<file path="src/rtl/mps_pkg.sv">
// shared types and constants of the motion plan sequencer
package mps_pkg;

   // channel widths
   localparam int REQ_TYPE_W  = 2;
   localparam int REQ_TDATA_W = 72;
   localparam int RSP_TDATA_W = 56;
   localparam int CSR_INDEX_W = 1;
   localparam int CSR_DATA_W  = 10;

   // request kinds
   localparam logic [REQ_TYPE_W-1:0] REQ_LOAD   = 2'd0;
   localparam logic [REQ_TYPE_W-1:0] REQ_SENSOR = 2'd1;
   localparam logic [REQ_TYPE_W-1:0] REQ_TICK   = 2'd2;

   // plan entry opcodes
   localparam logic [2:0] OP_HALT = 3'd1;
   localparam logic [2:0] OP_ARC  = 3'd2;
   localparam logic [2:0] OP_SPIN = 3'd3;
   localparam logic [2:0] OP_LED  = 3'd4;

   // motion modes
   localparam logic [1:0] MODE_PARKED = 2'd0;
   localparam logic [1:0] MODE_ARC    = 2'd1;
   localparam logic [1:0] MODE_SPIN   = 2'd2;

   // register indexes
   localparam logic [CSR_INDEX_W-1:0] CSR_PLAN_LENGTH = 1'd0;
   localparam logic [CSR_INDEX_W-1:0] CSR_DRIVE_SPEED = 1'd1;

   // turn test in q8: |sum|*TURN_COEF + TURN_BIAS >= |goal|*GOAL_COEF
   localparam logic [17:0] TURN_COEF = 18'd92160;
   localparam logic [17:0] GOAL_COEF = 18'd207496;
   localparam logic [35:0] TURN_BIAS = 36'd2489952;

   typedef struct packed {
      logic signed [15:0] angle_delta;
      logic signed [15:0] arg_c;
      logic signed [15:0] arg_b;
      logic signed [15:0] arg_a;
      logic [2:0]         opcode;
      logic [4:0]         entry_index;
   } req_data_type;

   typedef struct packed {
      logic [2:0]         pad;
      logic               plan_done;
      logic [1:0]         motion_mode;
      logic [7:0]         blue_level;
      logic [7:0]         green_level;
      logic [7:0]         red_level;
      logic signed [15:0] turn_radius;
      logic signed [9:0]  velocity;
   } rsp_data_type;

   typedef struct packed {
      logic [2:0]         opcode;
      logic signed [15:0] arg_a;
      logic signed [15:0] arg_b;
      logic signed [15:0] arg_c;
   } plan_entry_type;

   typedef struct packed {
      logic mul_en;
      logic sel_goal;
      logic hold_lhs;
   } turn_ctl_type;

endpackage

</file>
<file path="src/rtl/mps_ram.sv">
// generic single write port ram with registered read
module mps_ram #(
   parameter int WIDTH  = 8,
   parameter int DEPTH  = 32,
   parameter int ADDR_W = (DEPTH > 1) ? $clog2(DEPTH) : 1
) (
   input  logic              clock,
   input  logic              we,
   input  logic [ADDR_W-1:0] waddr,
   input  logic [WIDTH-1:0]  wdata,
   input  logic [ADDR_W-1:0] raddr,
   output logic [WIDTH-1:0]  rdata
);

   logic [WIDTH-1:0] mem_ff [DEPTH];
   logic [WIDTH-1:0] rdata_ff;

   always_ff @(posedge clock) begin
      if (we) begin
         mem_ff[waddr] <= wdata;
      end
      rdata_ff <= mem_ff[raddr];
   end

   assign rdata = rdata_ff;

endmodule

</file>
<file path="src/rtl/mps_turn_unit.sv">
// shared multiplier and compare for the turn target test
module mps_turn_unit (
   input  logic                 clock,
   input  logic signed [15:0]   angle_sum,
   input  logic signed [15:0]   angle_goal,
   input  mps_pkg::turn_ctl_type ctl,
   output logic                 reached
);

   import mps_pkg::*;

   logic signed [16:0] sum_ext;
   logic signed [16:0] goal_ext;
   logic [16:0]        abs_sum;
   logic [16:0]        abs_goal;
   logic [16:0]        opnd;
   logic [17:0]        coef;
   logic [34:0]        prod;
   logic [34:0]        prod_ff;
   logic [35:0]        lhs_ff;

   always_comb begin
      sum_ext  = {angle_sum[15], angle_sum};
      goal_ext = {angle_goal[15], angle_goal};
      abs_sum  = sum_ext[16] ? 17'(-sum_ext) : 17'(sum_ext);
      abs_goal = goal_ext[16] ? 17'(-goal_ext) : 17'(goal_ext);
      opnd     = ctl.sel_goal ? abs_goal : abs_sum;
      coef     = ctl.sel_goal ? GOAL_COEF : TURN_COEF;
      prod     = 35'(opnd) * 35'(coef);
   end

   // first pass holds the turn product, second pass the goal product
   always_ff @(posedge clock) begin
      if (ctl.mul_en) begin
         prod_ff <= prod;
      end
      if (ctl.hold_lhs) begin
         lhs_ff <= 36'(prod_ff) + TURN_BIAS;
      end
   end

   assign reached = (lhs_ff >= 36'(prod_ff));

endmodule

</file>
<file path="src/rtl/motion_plan_sequencer_top.sv">
// motion plan sequencer: plan store, step sequencer and output register
//
// Runs a stored plan of drive commands. A load word writes one plan entry, a sensor word
// adds its angle change to a wrapping 16-bit accumulator, and a tick word advances the
// plan when the robot is parked with steps left or has turned close enough to its target.
// Every accepted word gives one result word with the drive and LED state after it. The
// block takes one word at a time. A load, sensor or ignored word, or a tick that takes no
// step, goes straight to the done state, which loads the result register once the output
// is free. When the robot is moving, a tick first runs the turn test (one multiplier
// used twice, then a compare). Each plan entry a tick visits passes through a plan store
// read, then decode, and stepping past the end of the plan takes the read step alone.
// Set-led entries chain straight into the next step. A result that waits on the receiver
// holds the block in its done state. The plan store has no reset; reading an entry never
// loaded gives undefined drive fields.
module motion_plan_sequencer_top #(
   parameter int PLAN_DEPTH = 32
) (
   input  logic                             clock,
   input  logic                             reset,
   input  logic                             req_tvalid,
   output logic                             req_tready,
   input  logic [mps_pkg::REQ_TYPE_W-1:0]   req_tuser,  // req_type
   // entry_index[4:0], opcode[7:5], arg_a[23:8], arg_b[39:24], arg_c[55:40],
   // angle_delta[71:56]
   input  logic [mps_pkg::REQ_TDATA_W-1:0]  req_tdata,
   output logic                             rsp_tvalid,
   input  logic                             rsp_tready,
   // velocity[9:0], turn_radius[25:10], red_level[33:26], green_level[41:34],
   // blue_level[49:42], motion_mode[51:50], plan_done[52], zero[55:53]
   output logic [mps_pkg::RSP_TDATA_W-1:0]  rsp_tdata,
   input  logic                             csr_we,
   input  logic [mps_pkg::CSR_INDEX_W-1:0]  csr_index,
   input  logic [mps_pkg::CSR_DATA_W-1:0]   csr_wdata
);

   import mps_pkg::*;

   localparam int AW  = (PLAN_DEPTH > 1) ? $clog2(PLAN_DEPTH) : 1;
   localparam int SPW = $clog2(PLAN_DEPTH + 2) + 1;
   localparam logic signed [SPW-1:0] SP_MAX   = SPW'(PLAN_DEPTH + 1);
   localparam logic signed [SPW-1:0] SP_ONE   = SPW'(1);
   localparam logic signed [SPW-1:0] SP_RESET = '1;

   localparam logic [2:0] ST_IDLE = 3'd0;
   localparam logic [2:0] ST_STEP = 3'd1;
   localparam logic [2:0] ST_EXEC = 3'd2;
   localparam logic [2:0] ST_MUL1 = 3'd3;
   localparam logic [2:0] ST_MUL2 = 3'd4;
   localparam logic [2:0] ST_CMP  = 3'd5;
   localparam logic [2:0] ST_DONE = 3'd6;

   logic [2:0]            state_ff, state_in;
   logic signed [SPW-1:0] sp_ff, sp_in;
   logic [1:0]            mode_ff, mode_in;
   logic signed [15:0]    sum_ff, sum_in;
   logic signed [15:0]    goal_ff, goal_in;
   logic signed [9:0]     vel_ff, vel_in;
   logic signed [15:0]    radius_ff, radius_in;
   logic [7:0]            red_ff, red_in;
   logic [7:0]            green_ff, green_in;
   logic [7:0]            blue_ff, blue_in;
   logic [5:0]            len_ff, len_in;
   logic signed [9:0]     speed_ff, speed_in;
   logic                  rsp_valid_ff, rsp_valid_in;
   rsp_data_type          rsp_data_ff, rsp_data_in;

   req_data_type          req_d;
   logic                  req_acc;
   logic                  out_free;
   logic signed [SPW-1:0] eff_len;
   logic signed [SPW-1:0] sp_inc;
   logic                  step_end;
   logic                  ram_we;
   logic [AW-1:0]         ram_waddr;
   logic [AW-1:0]         ram_raddr;
   plan_entry_type        ram_wdata;
   logic [$bits(plan_entry_type)-1:0] ram_rdata;
   plan_entry_type        entry;
   turn_ctl_type          turn_ctl;
   logic                  reached;

   assign req_d      = req_data_type'(req_tdata);
   assign req_tready = (state_ff == ST_IDLE);
   assign req_acc    = req_tvalid && req_tready;
   assign out_free   = !rsp_valid_ff || rsp_tready;

   assign eff_len  = (32'(len_ff) < PLAN_DEPTH) ? $signed(SPW'(len_ff))
                                                : $signed(SPW'(PLAN_DEPTH));
   assign sp_inc   = (sp_ff < SP_MAX) ? SPW'(sp_ff + SP_ONE) : sp_ff;
   assign step_end = (sp_inc >= eff_len) || sp_inc[SPW-1];

   assign ram_waddr = AW'(req_d.entry_index);
   assign ram_raddr = sp_inc[AW-1:0];
   assign ram_wdata = '{opcode: req_d.opcode, arg_a: req_d.arg_a,
                        arg_b: req_d.arg_b, arg_c: req_d.arg_c};
   assign entry     = plan_entry_type'(ram_rdata);

   mps_ram #(
      .WIDTH  ($bits(plan_entry_type)),
      .DEPTH  (PLAN_DEPTH),
      .ADDR_W (AW)
   ) u_plan_store (
      .clock (clock),
      .we    (ram_we),
      .waddr (ram_waddr),
      .wdata (ram_wdata),
      .raddr (ram_raddr),
      .rdata (ram_rdata)
   );

   mps_turn_unit u_turn (
      .clock      (clock),
      .angle_sum  (sum_ff),
      .angle_goal (goal_ff),
      .ctl        (turn_ctl),
      .reached    (reached)
   );

   always_comb begin
      state_in     = state_ff;
      sp_in        = sp_ff;
      mode_in      = mode_ff;
      sum_in       = sum_ff;
      goal_in      = goal_ff;
      vel_in       = vel_ff;
      radius_in    = radius_ff;
      red_in       = red_ff;
      green_in     = green_ff;
      blue_in      = blue_ff;
      len_in       = len_ff;
      speed_in     = speed_ff;
      rsp_valid_in = rsp_valid_ff && !rsp_tready;
      rsp_data_in  = rsp_data_ff;
      ram_we       = 1'b0;
      turn_ctl     = '0;

      if (csr_we) begin
         unique case (csr_index)
            CSR_PLAN_LENGTH: len_in   = csr_wdata[5:0];
            CSR_DRIVE_SPEED: speed_in = $signed(csr_wdata);
            default: ;
         endcase
      end

      unique case (state_ff)
         ST_IDLE: begin
            if (req_acc) begin
               state_in = ST_DONE;
               unique case (req_tuser)
                  REQ_LOAD: begin
                     ram_we = (32'(req_d.entry_index) < PLAN_DEPTH);
                  end
                  REQ_SENSOR: begin
                     sum_in = 16'(sum_ff + req_d.angle_delta);
                  end
                  REQ_TICK: begin
                     if (mode_ff == MODE_PARKED) begin
                        if (sp_ff < eff_len) begin
                           state_in = ST_STEP;
                        end
                     end else if (mode_ff == MODE_ARC || mode_ff == MODE_SPIN) begin
                        state_in = ST_MUL1;
                     end
                  end
                  default: ;
               endcase
            end
         end
         ST_STEP: begin
            sp_in = sp_inc;
            if (step_end) begin
               mode_in   = MODE_PARKED;
               vel_in    = '0;
               radius_in = '0;
               red_in    = '0;
               green_in  = '0;
               blue_in   = '0;
               state_in  = ST_DONE;
            end else begin
               sum_in   = '0;
               goal_in  = '0;
               state_in = ST_EXEC;
            end
         end
         ST_EXEC: begin
            state_in = ST_DONE;
            unique case (entry.opcode)
               OP_HALT: begin
                  mode_in   = MODE_PARKED;
                  vel_in    = '0;
                  radius_in = '0;
                  red_in    = '0;
                  green_in  = '0;
                  blue_in   = '0;
               end
               OP_ARC: begin
                  mode_in   = MODE_ARC;
                  goal_in   = entry.arg_b;
                  vel_in    = speed_ff;
                  radius_in = entry.arg_a;
               end
               OP_SPIN: begin
                  mode_in   = MODE_SPIN;
                  goal_in   = entry.arg_a;
                  vel_in    = speed_ff;
                  radius_in = (entry.arg_a <= 16'sd0) ? 16'sd1 : -16'sd1;
               end
               OP_LED: begin
                  // led entries chain straight into the next step
                  red_in   = entry.arg_a[7:0];
                  green_in = entry.arg_b[7:0];
                  blue_in  = entry.arg_c[7:0];
                  state_in = ST_STEP;
               end
               default: ;
            endcase
         end
         ST_MUL1: begin
            turn_ctl.mul_en = 1'b1;
            state_in        = ST_MUL2;
         end
         ST_MUL2: begin
            turn_ctl.mul_en   = 1'b1;
            turn_ctl.sel_goal = 1'b1;
            turn_ctl.hold_lhs = 1'b1;
            state_in          = ST_CMP;
         end
         ST_CMP: begin
            state_in = reached ? ST_STEP : ST_DONE;
         end
         ST_DONE: begin
            if (out_free) begin
               rsp_valid_in             = 1'b1;
               rsp_data_in.pad          = '0;
               rsp_data_in.plan_done    = (sp_ff >= eff_len);
               rsp_data_in.motion_mode  = mode_ff;
               rsp_data_in.blue_level   = blue_ff;
               rsp_data_in.green_level  = green_ff;
               rsp_data_in.red_level    = red_ff;
               rsp_data_in.turn_radius  = radius_ff;
               rsp_data_in.velocity     = vel_ff;
               state_in                 = ST_IDLE;
            end
         end
         default: begin
            state_in = ST_IDLE;
         end
      endcase
   end

   always_ff @(posedge clock) begin
      if (reset) begin
         state_ff     <= ST_IDLE;
         sp_ff        <= SP_RESET;
         mode_ff      <= MODE_PARKED;
         sum_ff       <= '0;
         goal_ff      <= '0;
         vel_ff       <= '0;
         radius_ff    <= '0;
         red_ff       <= '0;
         green_ff     <= '0;
         blue_ff      <= '0;
         len_ff       <= '0;
         speed_ff     <= 10'sd150;
         rsp_valid_ff <= 1'b0;
      end else begin
         state_ff     <= state_in;
         sp_ff        <= sp_in;
         mode_ff      <= mode_in;
         sum_ff       <= sum_in;
         goal_ff      <= goal_in;
         vel_ff       <= vel_in;
         radius_ff    <= radius_in;
         red_ff       <= red_in;
         green_ff     <= green_in;
         blue_ff      <= blue_in;
         len_ff       <= len_in;
         speed_ff     <= speed_in;
         rsp_valid_ff <= rsp_valid_in;
      end
      rsp_data_ff <= rsp_data_in;
   end

   assign rsp_tvalid = rsp_valid_ff;
   assign rsp_tdata  = rsp_data_ff;

`ifndef ASSERT_OFF
   // a parked robot never carries a drive command
   a_parked_still: assert property (@(posedge clock) disable iff (reset)
      mode_ff == MODE_PARKED |-> vel_ff == 10'sd0 && radius_ff == 16'sd0)
      else $error("parked with nonzero drive command");

   // the step pointer stays between its reset value and one past the store depth
   a_sp_range: assert property (@(posedge clock) disable iff (reset)
      sp_ff >= SP_RESET && sp_ff <= SP_MAX)
      else $error("step pointer out of range");

   // plan entries are written only from an accepted load word
   a_store_write: assert property (@(posedge clock) disable iff (reset)
      ram_we |-> state_ff == ST_IDLE && req_acc && req_tuser == REQ_LOAD)
      else $error("plan store written outside a load");

   // a result word appears only after the sequencer finished an item
   a_rsp_source: assert property (@(posedge clock) disable iff (reset)
      $rose(rsp_valid_ff) |-> $past(state_ff) == ST_DONE)
      else $error("result raised without a finished item");
`endif

endmodule

</file>
<file path="config.mk">
export PLATFORM = sky130hd
export DESIGN_NAME = motion_plan_sequencer_top
export DESIGN_NICKNAME = d
export VERILOG_FILES = /design/src/rtl/mps_pkg.sv /design/src/rtl/mps_ram.sv /design/src/rtl/mps_turn_unit.sv /design/src/rtl/motion_plan_sequencer_top.sv
export SDC_FILE = /design/constraint.sdc
export NUM_CORES = 2
export LEC_CHECK = 0
export BUFFER_PORTS_ARGS = -buffer_cell sky130_fd_sc_hd__buf_4
export CORE_MARGIN = 4
export CORE_UTILIZATION = 30
export DETAILED_ROUTE_END_ITERATION = 10
export PLACE_DENSITY = 0.5
export SLEW_MARGIN = 20
export SYNTH_ARGS = -nofsm -noshare
export SYNTH_HDL_FRONTEND = slang
export SYNTH_HIERARCHICAL = 1
export SYNTH_SLANG_ARGS = --single-unit
export TNS_END_PERCENT = 30
</file>
<file path="constraint.sdc">
create_clock -name clock -period 8.72 [get_ports clock]
set_clock_uncertainty 0.2 [all_clocks]
set_input_delay 1.744 -clock clock [delete_from_list [all_inputs] [get_ports clock]]
set_output_delay 1.744 -clock clock [all_outputs]
set_load 0.05 [all_outputs]
</file>
==> flow_summary.yaml <==
clock_network:
  cts_sinks: 1648
  cts_hold_buf: 0
  post_cts_resized: 0
  clockBufferDepth: 3
  htree_num_levels: 4
  cts_tree: "done"
  clk_latency_ps: 810
  cts_root_buf: "clkbuf_16"
  postCtsSetupBuffers: 0
  path_clk_slew_ps: 60
  cts_buffers: 170
sta:
  rsz0062_at_grt: "no"
  tns_ps: 0
  setup_violations: 0
  fmax_mhz: 130
  finalCritPeriodShare_pct: 88.1
  hold_viol: 0
  min_period_ps: 7680
  slew_violations: 0
  hold_ws_ps: 231
  tightest_slew_ps: 1150
  worst_slew_margin_rel_pct: 23.4
cells_and_area:
  layout.nets: 5133
  n_fill_cell: 22500
  area_growth_pct: 14.8
  seq_area_mm2: 0.0479
  multi_input_area_mm2: 0.0208
  drive_above_1_share_pct: 11.4
global_route:
  antenna_found_initial: 17
  grt_overflow: 0
  grt_pass1_wl_mm: 279
  gr-usage-all-layers_pct: 15.7
  grt_max_degree: 125
  grt_pass1_vias: 39300
power:
  ir_worst_vdd_v: 0.000518
  powerDensity_mw_per_mm2: 327
  p_leak_nw: 27.4
  power_mw: 26.6
die:
  die-area_mm2: 0.243
  start_util_pct: 30.3
  core_mm2: 0.233
  core.rowCount: 177
  die_h_um: 493
  die_w_um: 493
  ios: 148
placement:
  hpwl_mm: 111
  port_buffers: 136
  place.gp.congestion: 0.792
critical_path:
  worstSetupStartpointType: "flop"
  critPathRequiredTime_ps: 9010
  crit_arrival_ps: 7970
  r2r_slack_ps: 1040
  crit_path_end_kind: "flop"
  rr_worst_depth: 23
  worstPathMaxFanout: 6
  critPathKind: "reg2reg"
yosys:
  syn_area_mm2: 0.0707
  ys_warn_count: 6
  synth_area_per_cell_um2: 15.3
  syn_inst: 4606
detailed_routing:
  num_vias: 39400
  post-route-drc-count: 0
  drt_wl_total_mm: 195
  postRouteAntennaNets: 0
  dr.first_iter.drc_count: 3077
  routedWlPerCell_um: 24.3
  via_per_inst: 4.90
  first_pass_iters: 5
job:
  maxCapViolations: 0
min_path:
  hold_class: "reg2reg"
  min_path_cells: 0
status:
  status: "finished clean"
## per-stage QoR
step           setup slack, ps  utilization, %  instance area (um^2)  cells
2_1_floorplan              887               -                 70700   4615
3_3_place_gp              1160            32.2                 75200   7706
3_5_place_dp              1160            32.2                 75300   7708
4_1_cts                   1080            34.7                 81000   8026
5_1_grt                    646            34.7                 81100   8032
6_report                  1040            34.8                 81100   8038
## worst paths after layout
kind / start / to
worst max register to register: goal_ff[1] / u_turn/prod_ff[34]
worst min register to register: red_ff[4] / rsp_tdata[30]
worst min-delay path: red_ff[4] / rsp_tdata[30]
worst max-delay path: goal_ff[1] / u_turn/prod_ff[34]
## metal layers
| layer | track usage, % | vias to the layer above | wire, um |
|---|---|---|---|
| met5 | 0 | - | 46 |
| met1 | 21.4 | 20300 | 87800 |
| met4 | 4.89 | 8 | 5520 |
| met2 | 25.0 | 933 | 90800 |
| met3 | 3.32 | 272 | 10900 |
| li1 | - | 17900 | - |
## area by class of cell
type	count	area share, %
antenna	9	0.0278
clock buffer	248	5.99
clock inverter	70	1.12
inverter	178	0.833
multi-input combinational	2532	25.7
sequential	1648	59.1
tap	3132	4.83
timing repair buffer	221	2.43
## flip-flops by register name (all words and copies together) (netlist names), 6 cells and up
| signal | flops |
|---|---|
| speed_ff | 10 |
| green_ff | 8 |
| goal_ff | 16 |
| len_ff | 6 |
| sp_ff | 7 |
| sum_ff | 16 |
| u_turn/prod_ff | 32 |
| vel_ff | 10 |
| u_plan_store/mem_ff | 1376 |
| u_turn/lhs_ff | 33 |
| red_ff | 8 |
| radius_ff | 16 |
| rsp_tdata | 53 |
| blue_ff | 8 |
| u_plan_store/rdata | 43 |
## worst max-delay path: stages, from the launching register on
cell,delay (ps)
dfxtp_1,340
or3_4,400
or4_4,430
o21ai_0,210
xor2_1,580
mux2i_1,280
ha_1,250
inv_1,70
fa_1,410
inv_1,90
fa_1,460
fa_1,500
fa_1,500
inv_1,60
fa_1,480
inv_1,40
ha_1,350
and2_1,210
a41o_1,240
a311oi_1,300
o21ai_0,240
a31oi_1,390
o21ai_0,180
xnor2_1,160
## layout by cell type, fill, tap and decap left out, types with 36 or more instances in the layout
| master | count |
|---|---|
| nor2_1 | 119 |
| inv_1 | 175 |
| fa_1 | 78 |
| nor3_1 | 59 |
| a31oi_1 | 53 |
| clkbuf_1 | 50 |
| buf_4 | 198 |
| nand2_1 | 214 |
| o21ai_0 | 44 |
| xor2_1 | 36 |
| dfxtp_1 | 154 |
| clkbuf_16 | 173 |
| nand3_1 | 153 |
| a21oi_1 | 195 |
| xnor2_1 | 63 |
| edfxtp_1 | 1494 |
| ha_1 | 214 |
| a22o_1 | 99 |
| a22oi_1 | 163 |
| mux2i_1 | 718 |
## where the power goes
part / internal, mW / leakage [nW] / switching (mW) / total (mW)
combinational: 3.20 / 9.86 / 6.55 / 9.76
sequential: 9.03 / 14.7 / 0.378 / 9.41
clock: 4.26 / 2.80 / 3.13 / 7.40
(Power assumes the default switching activity.)
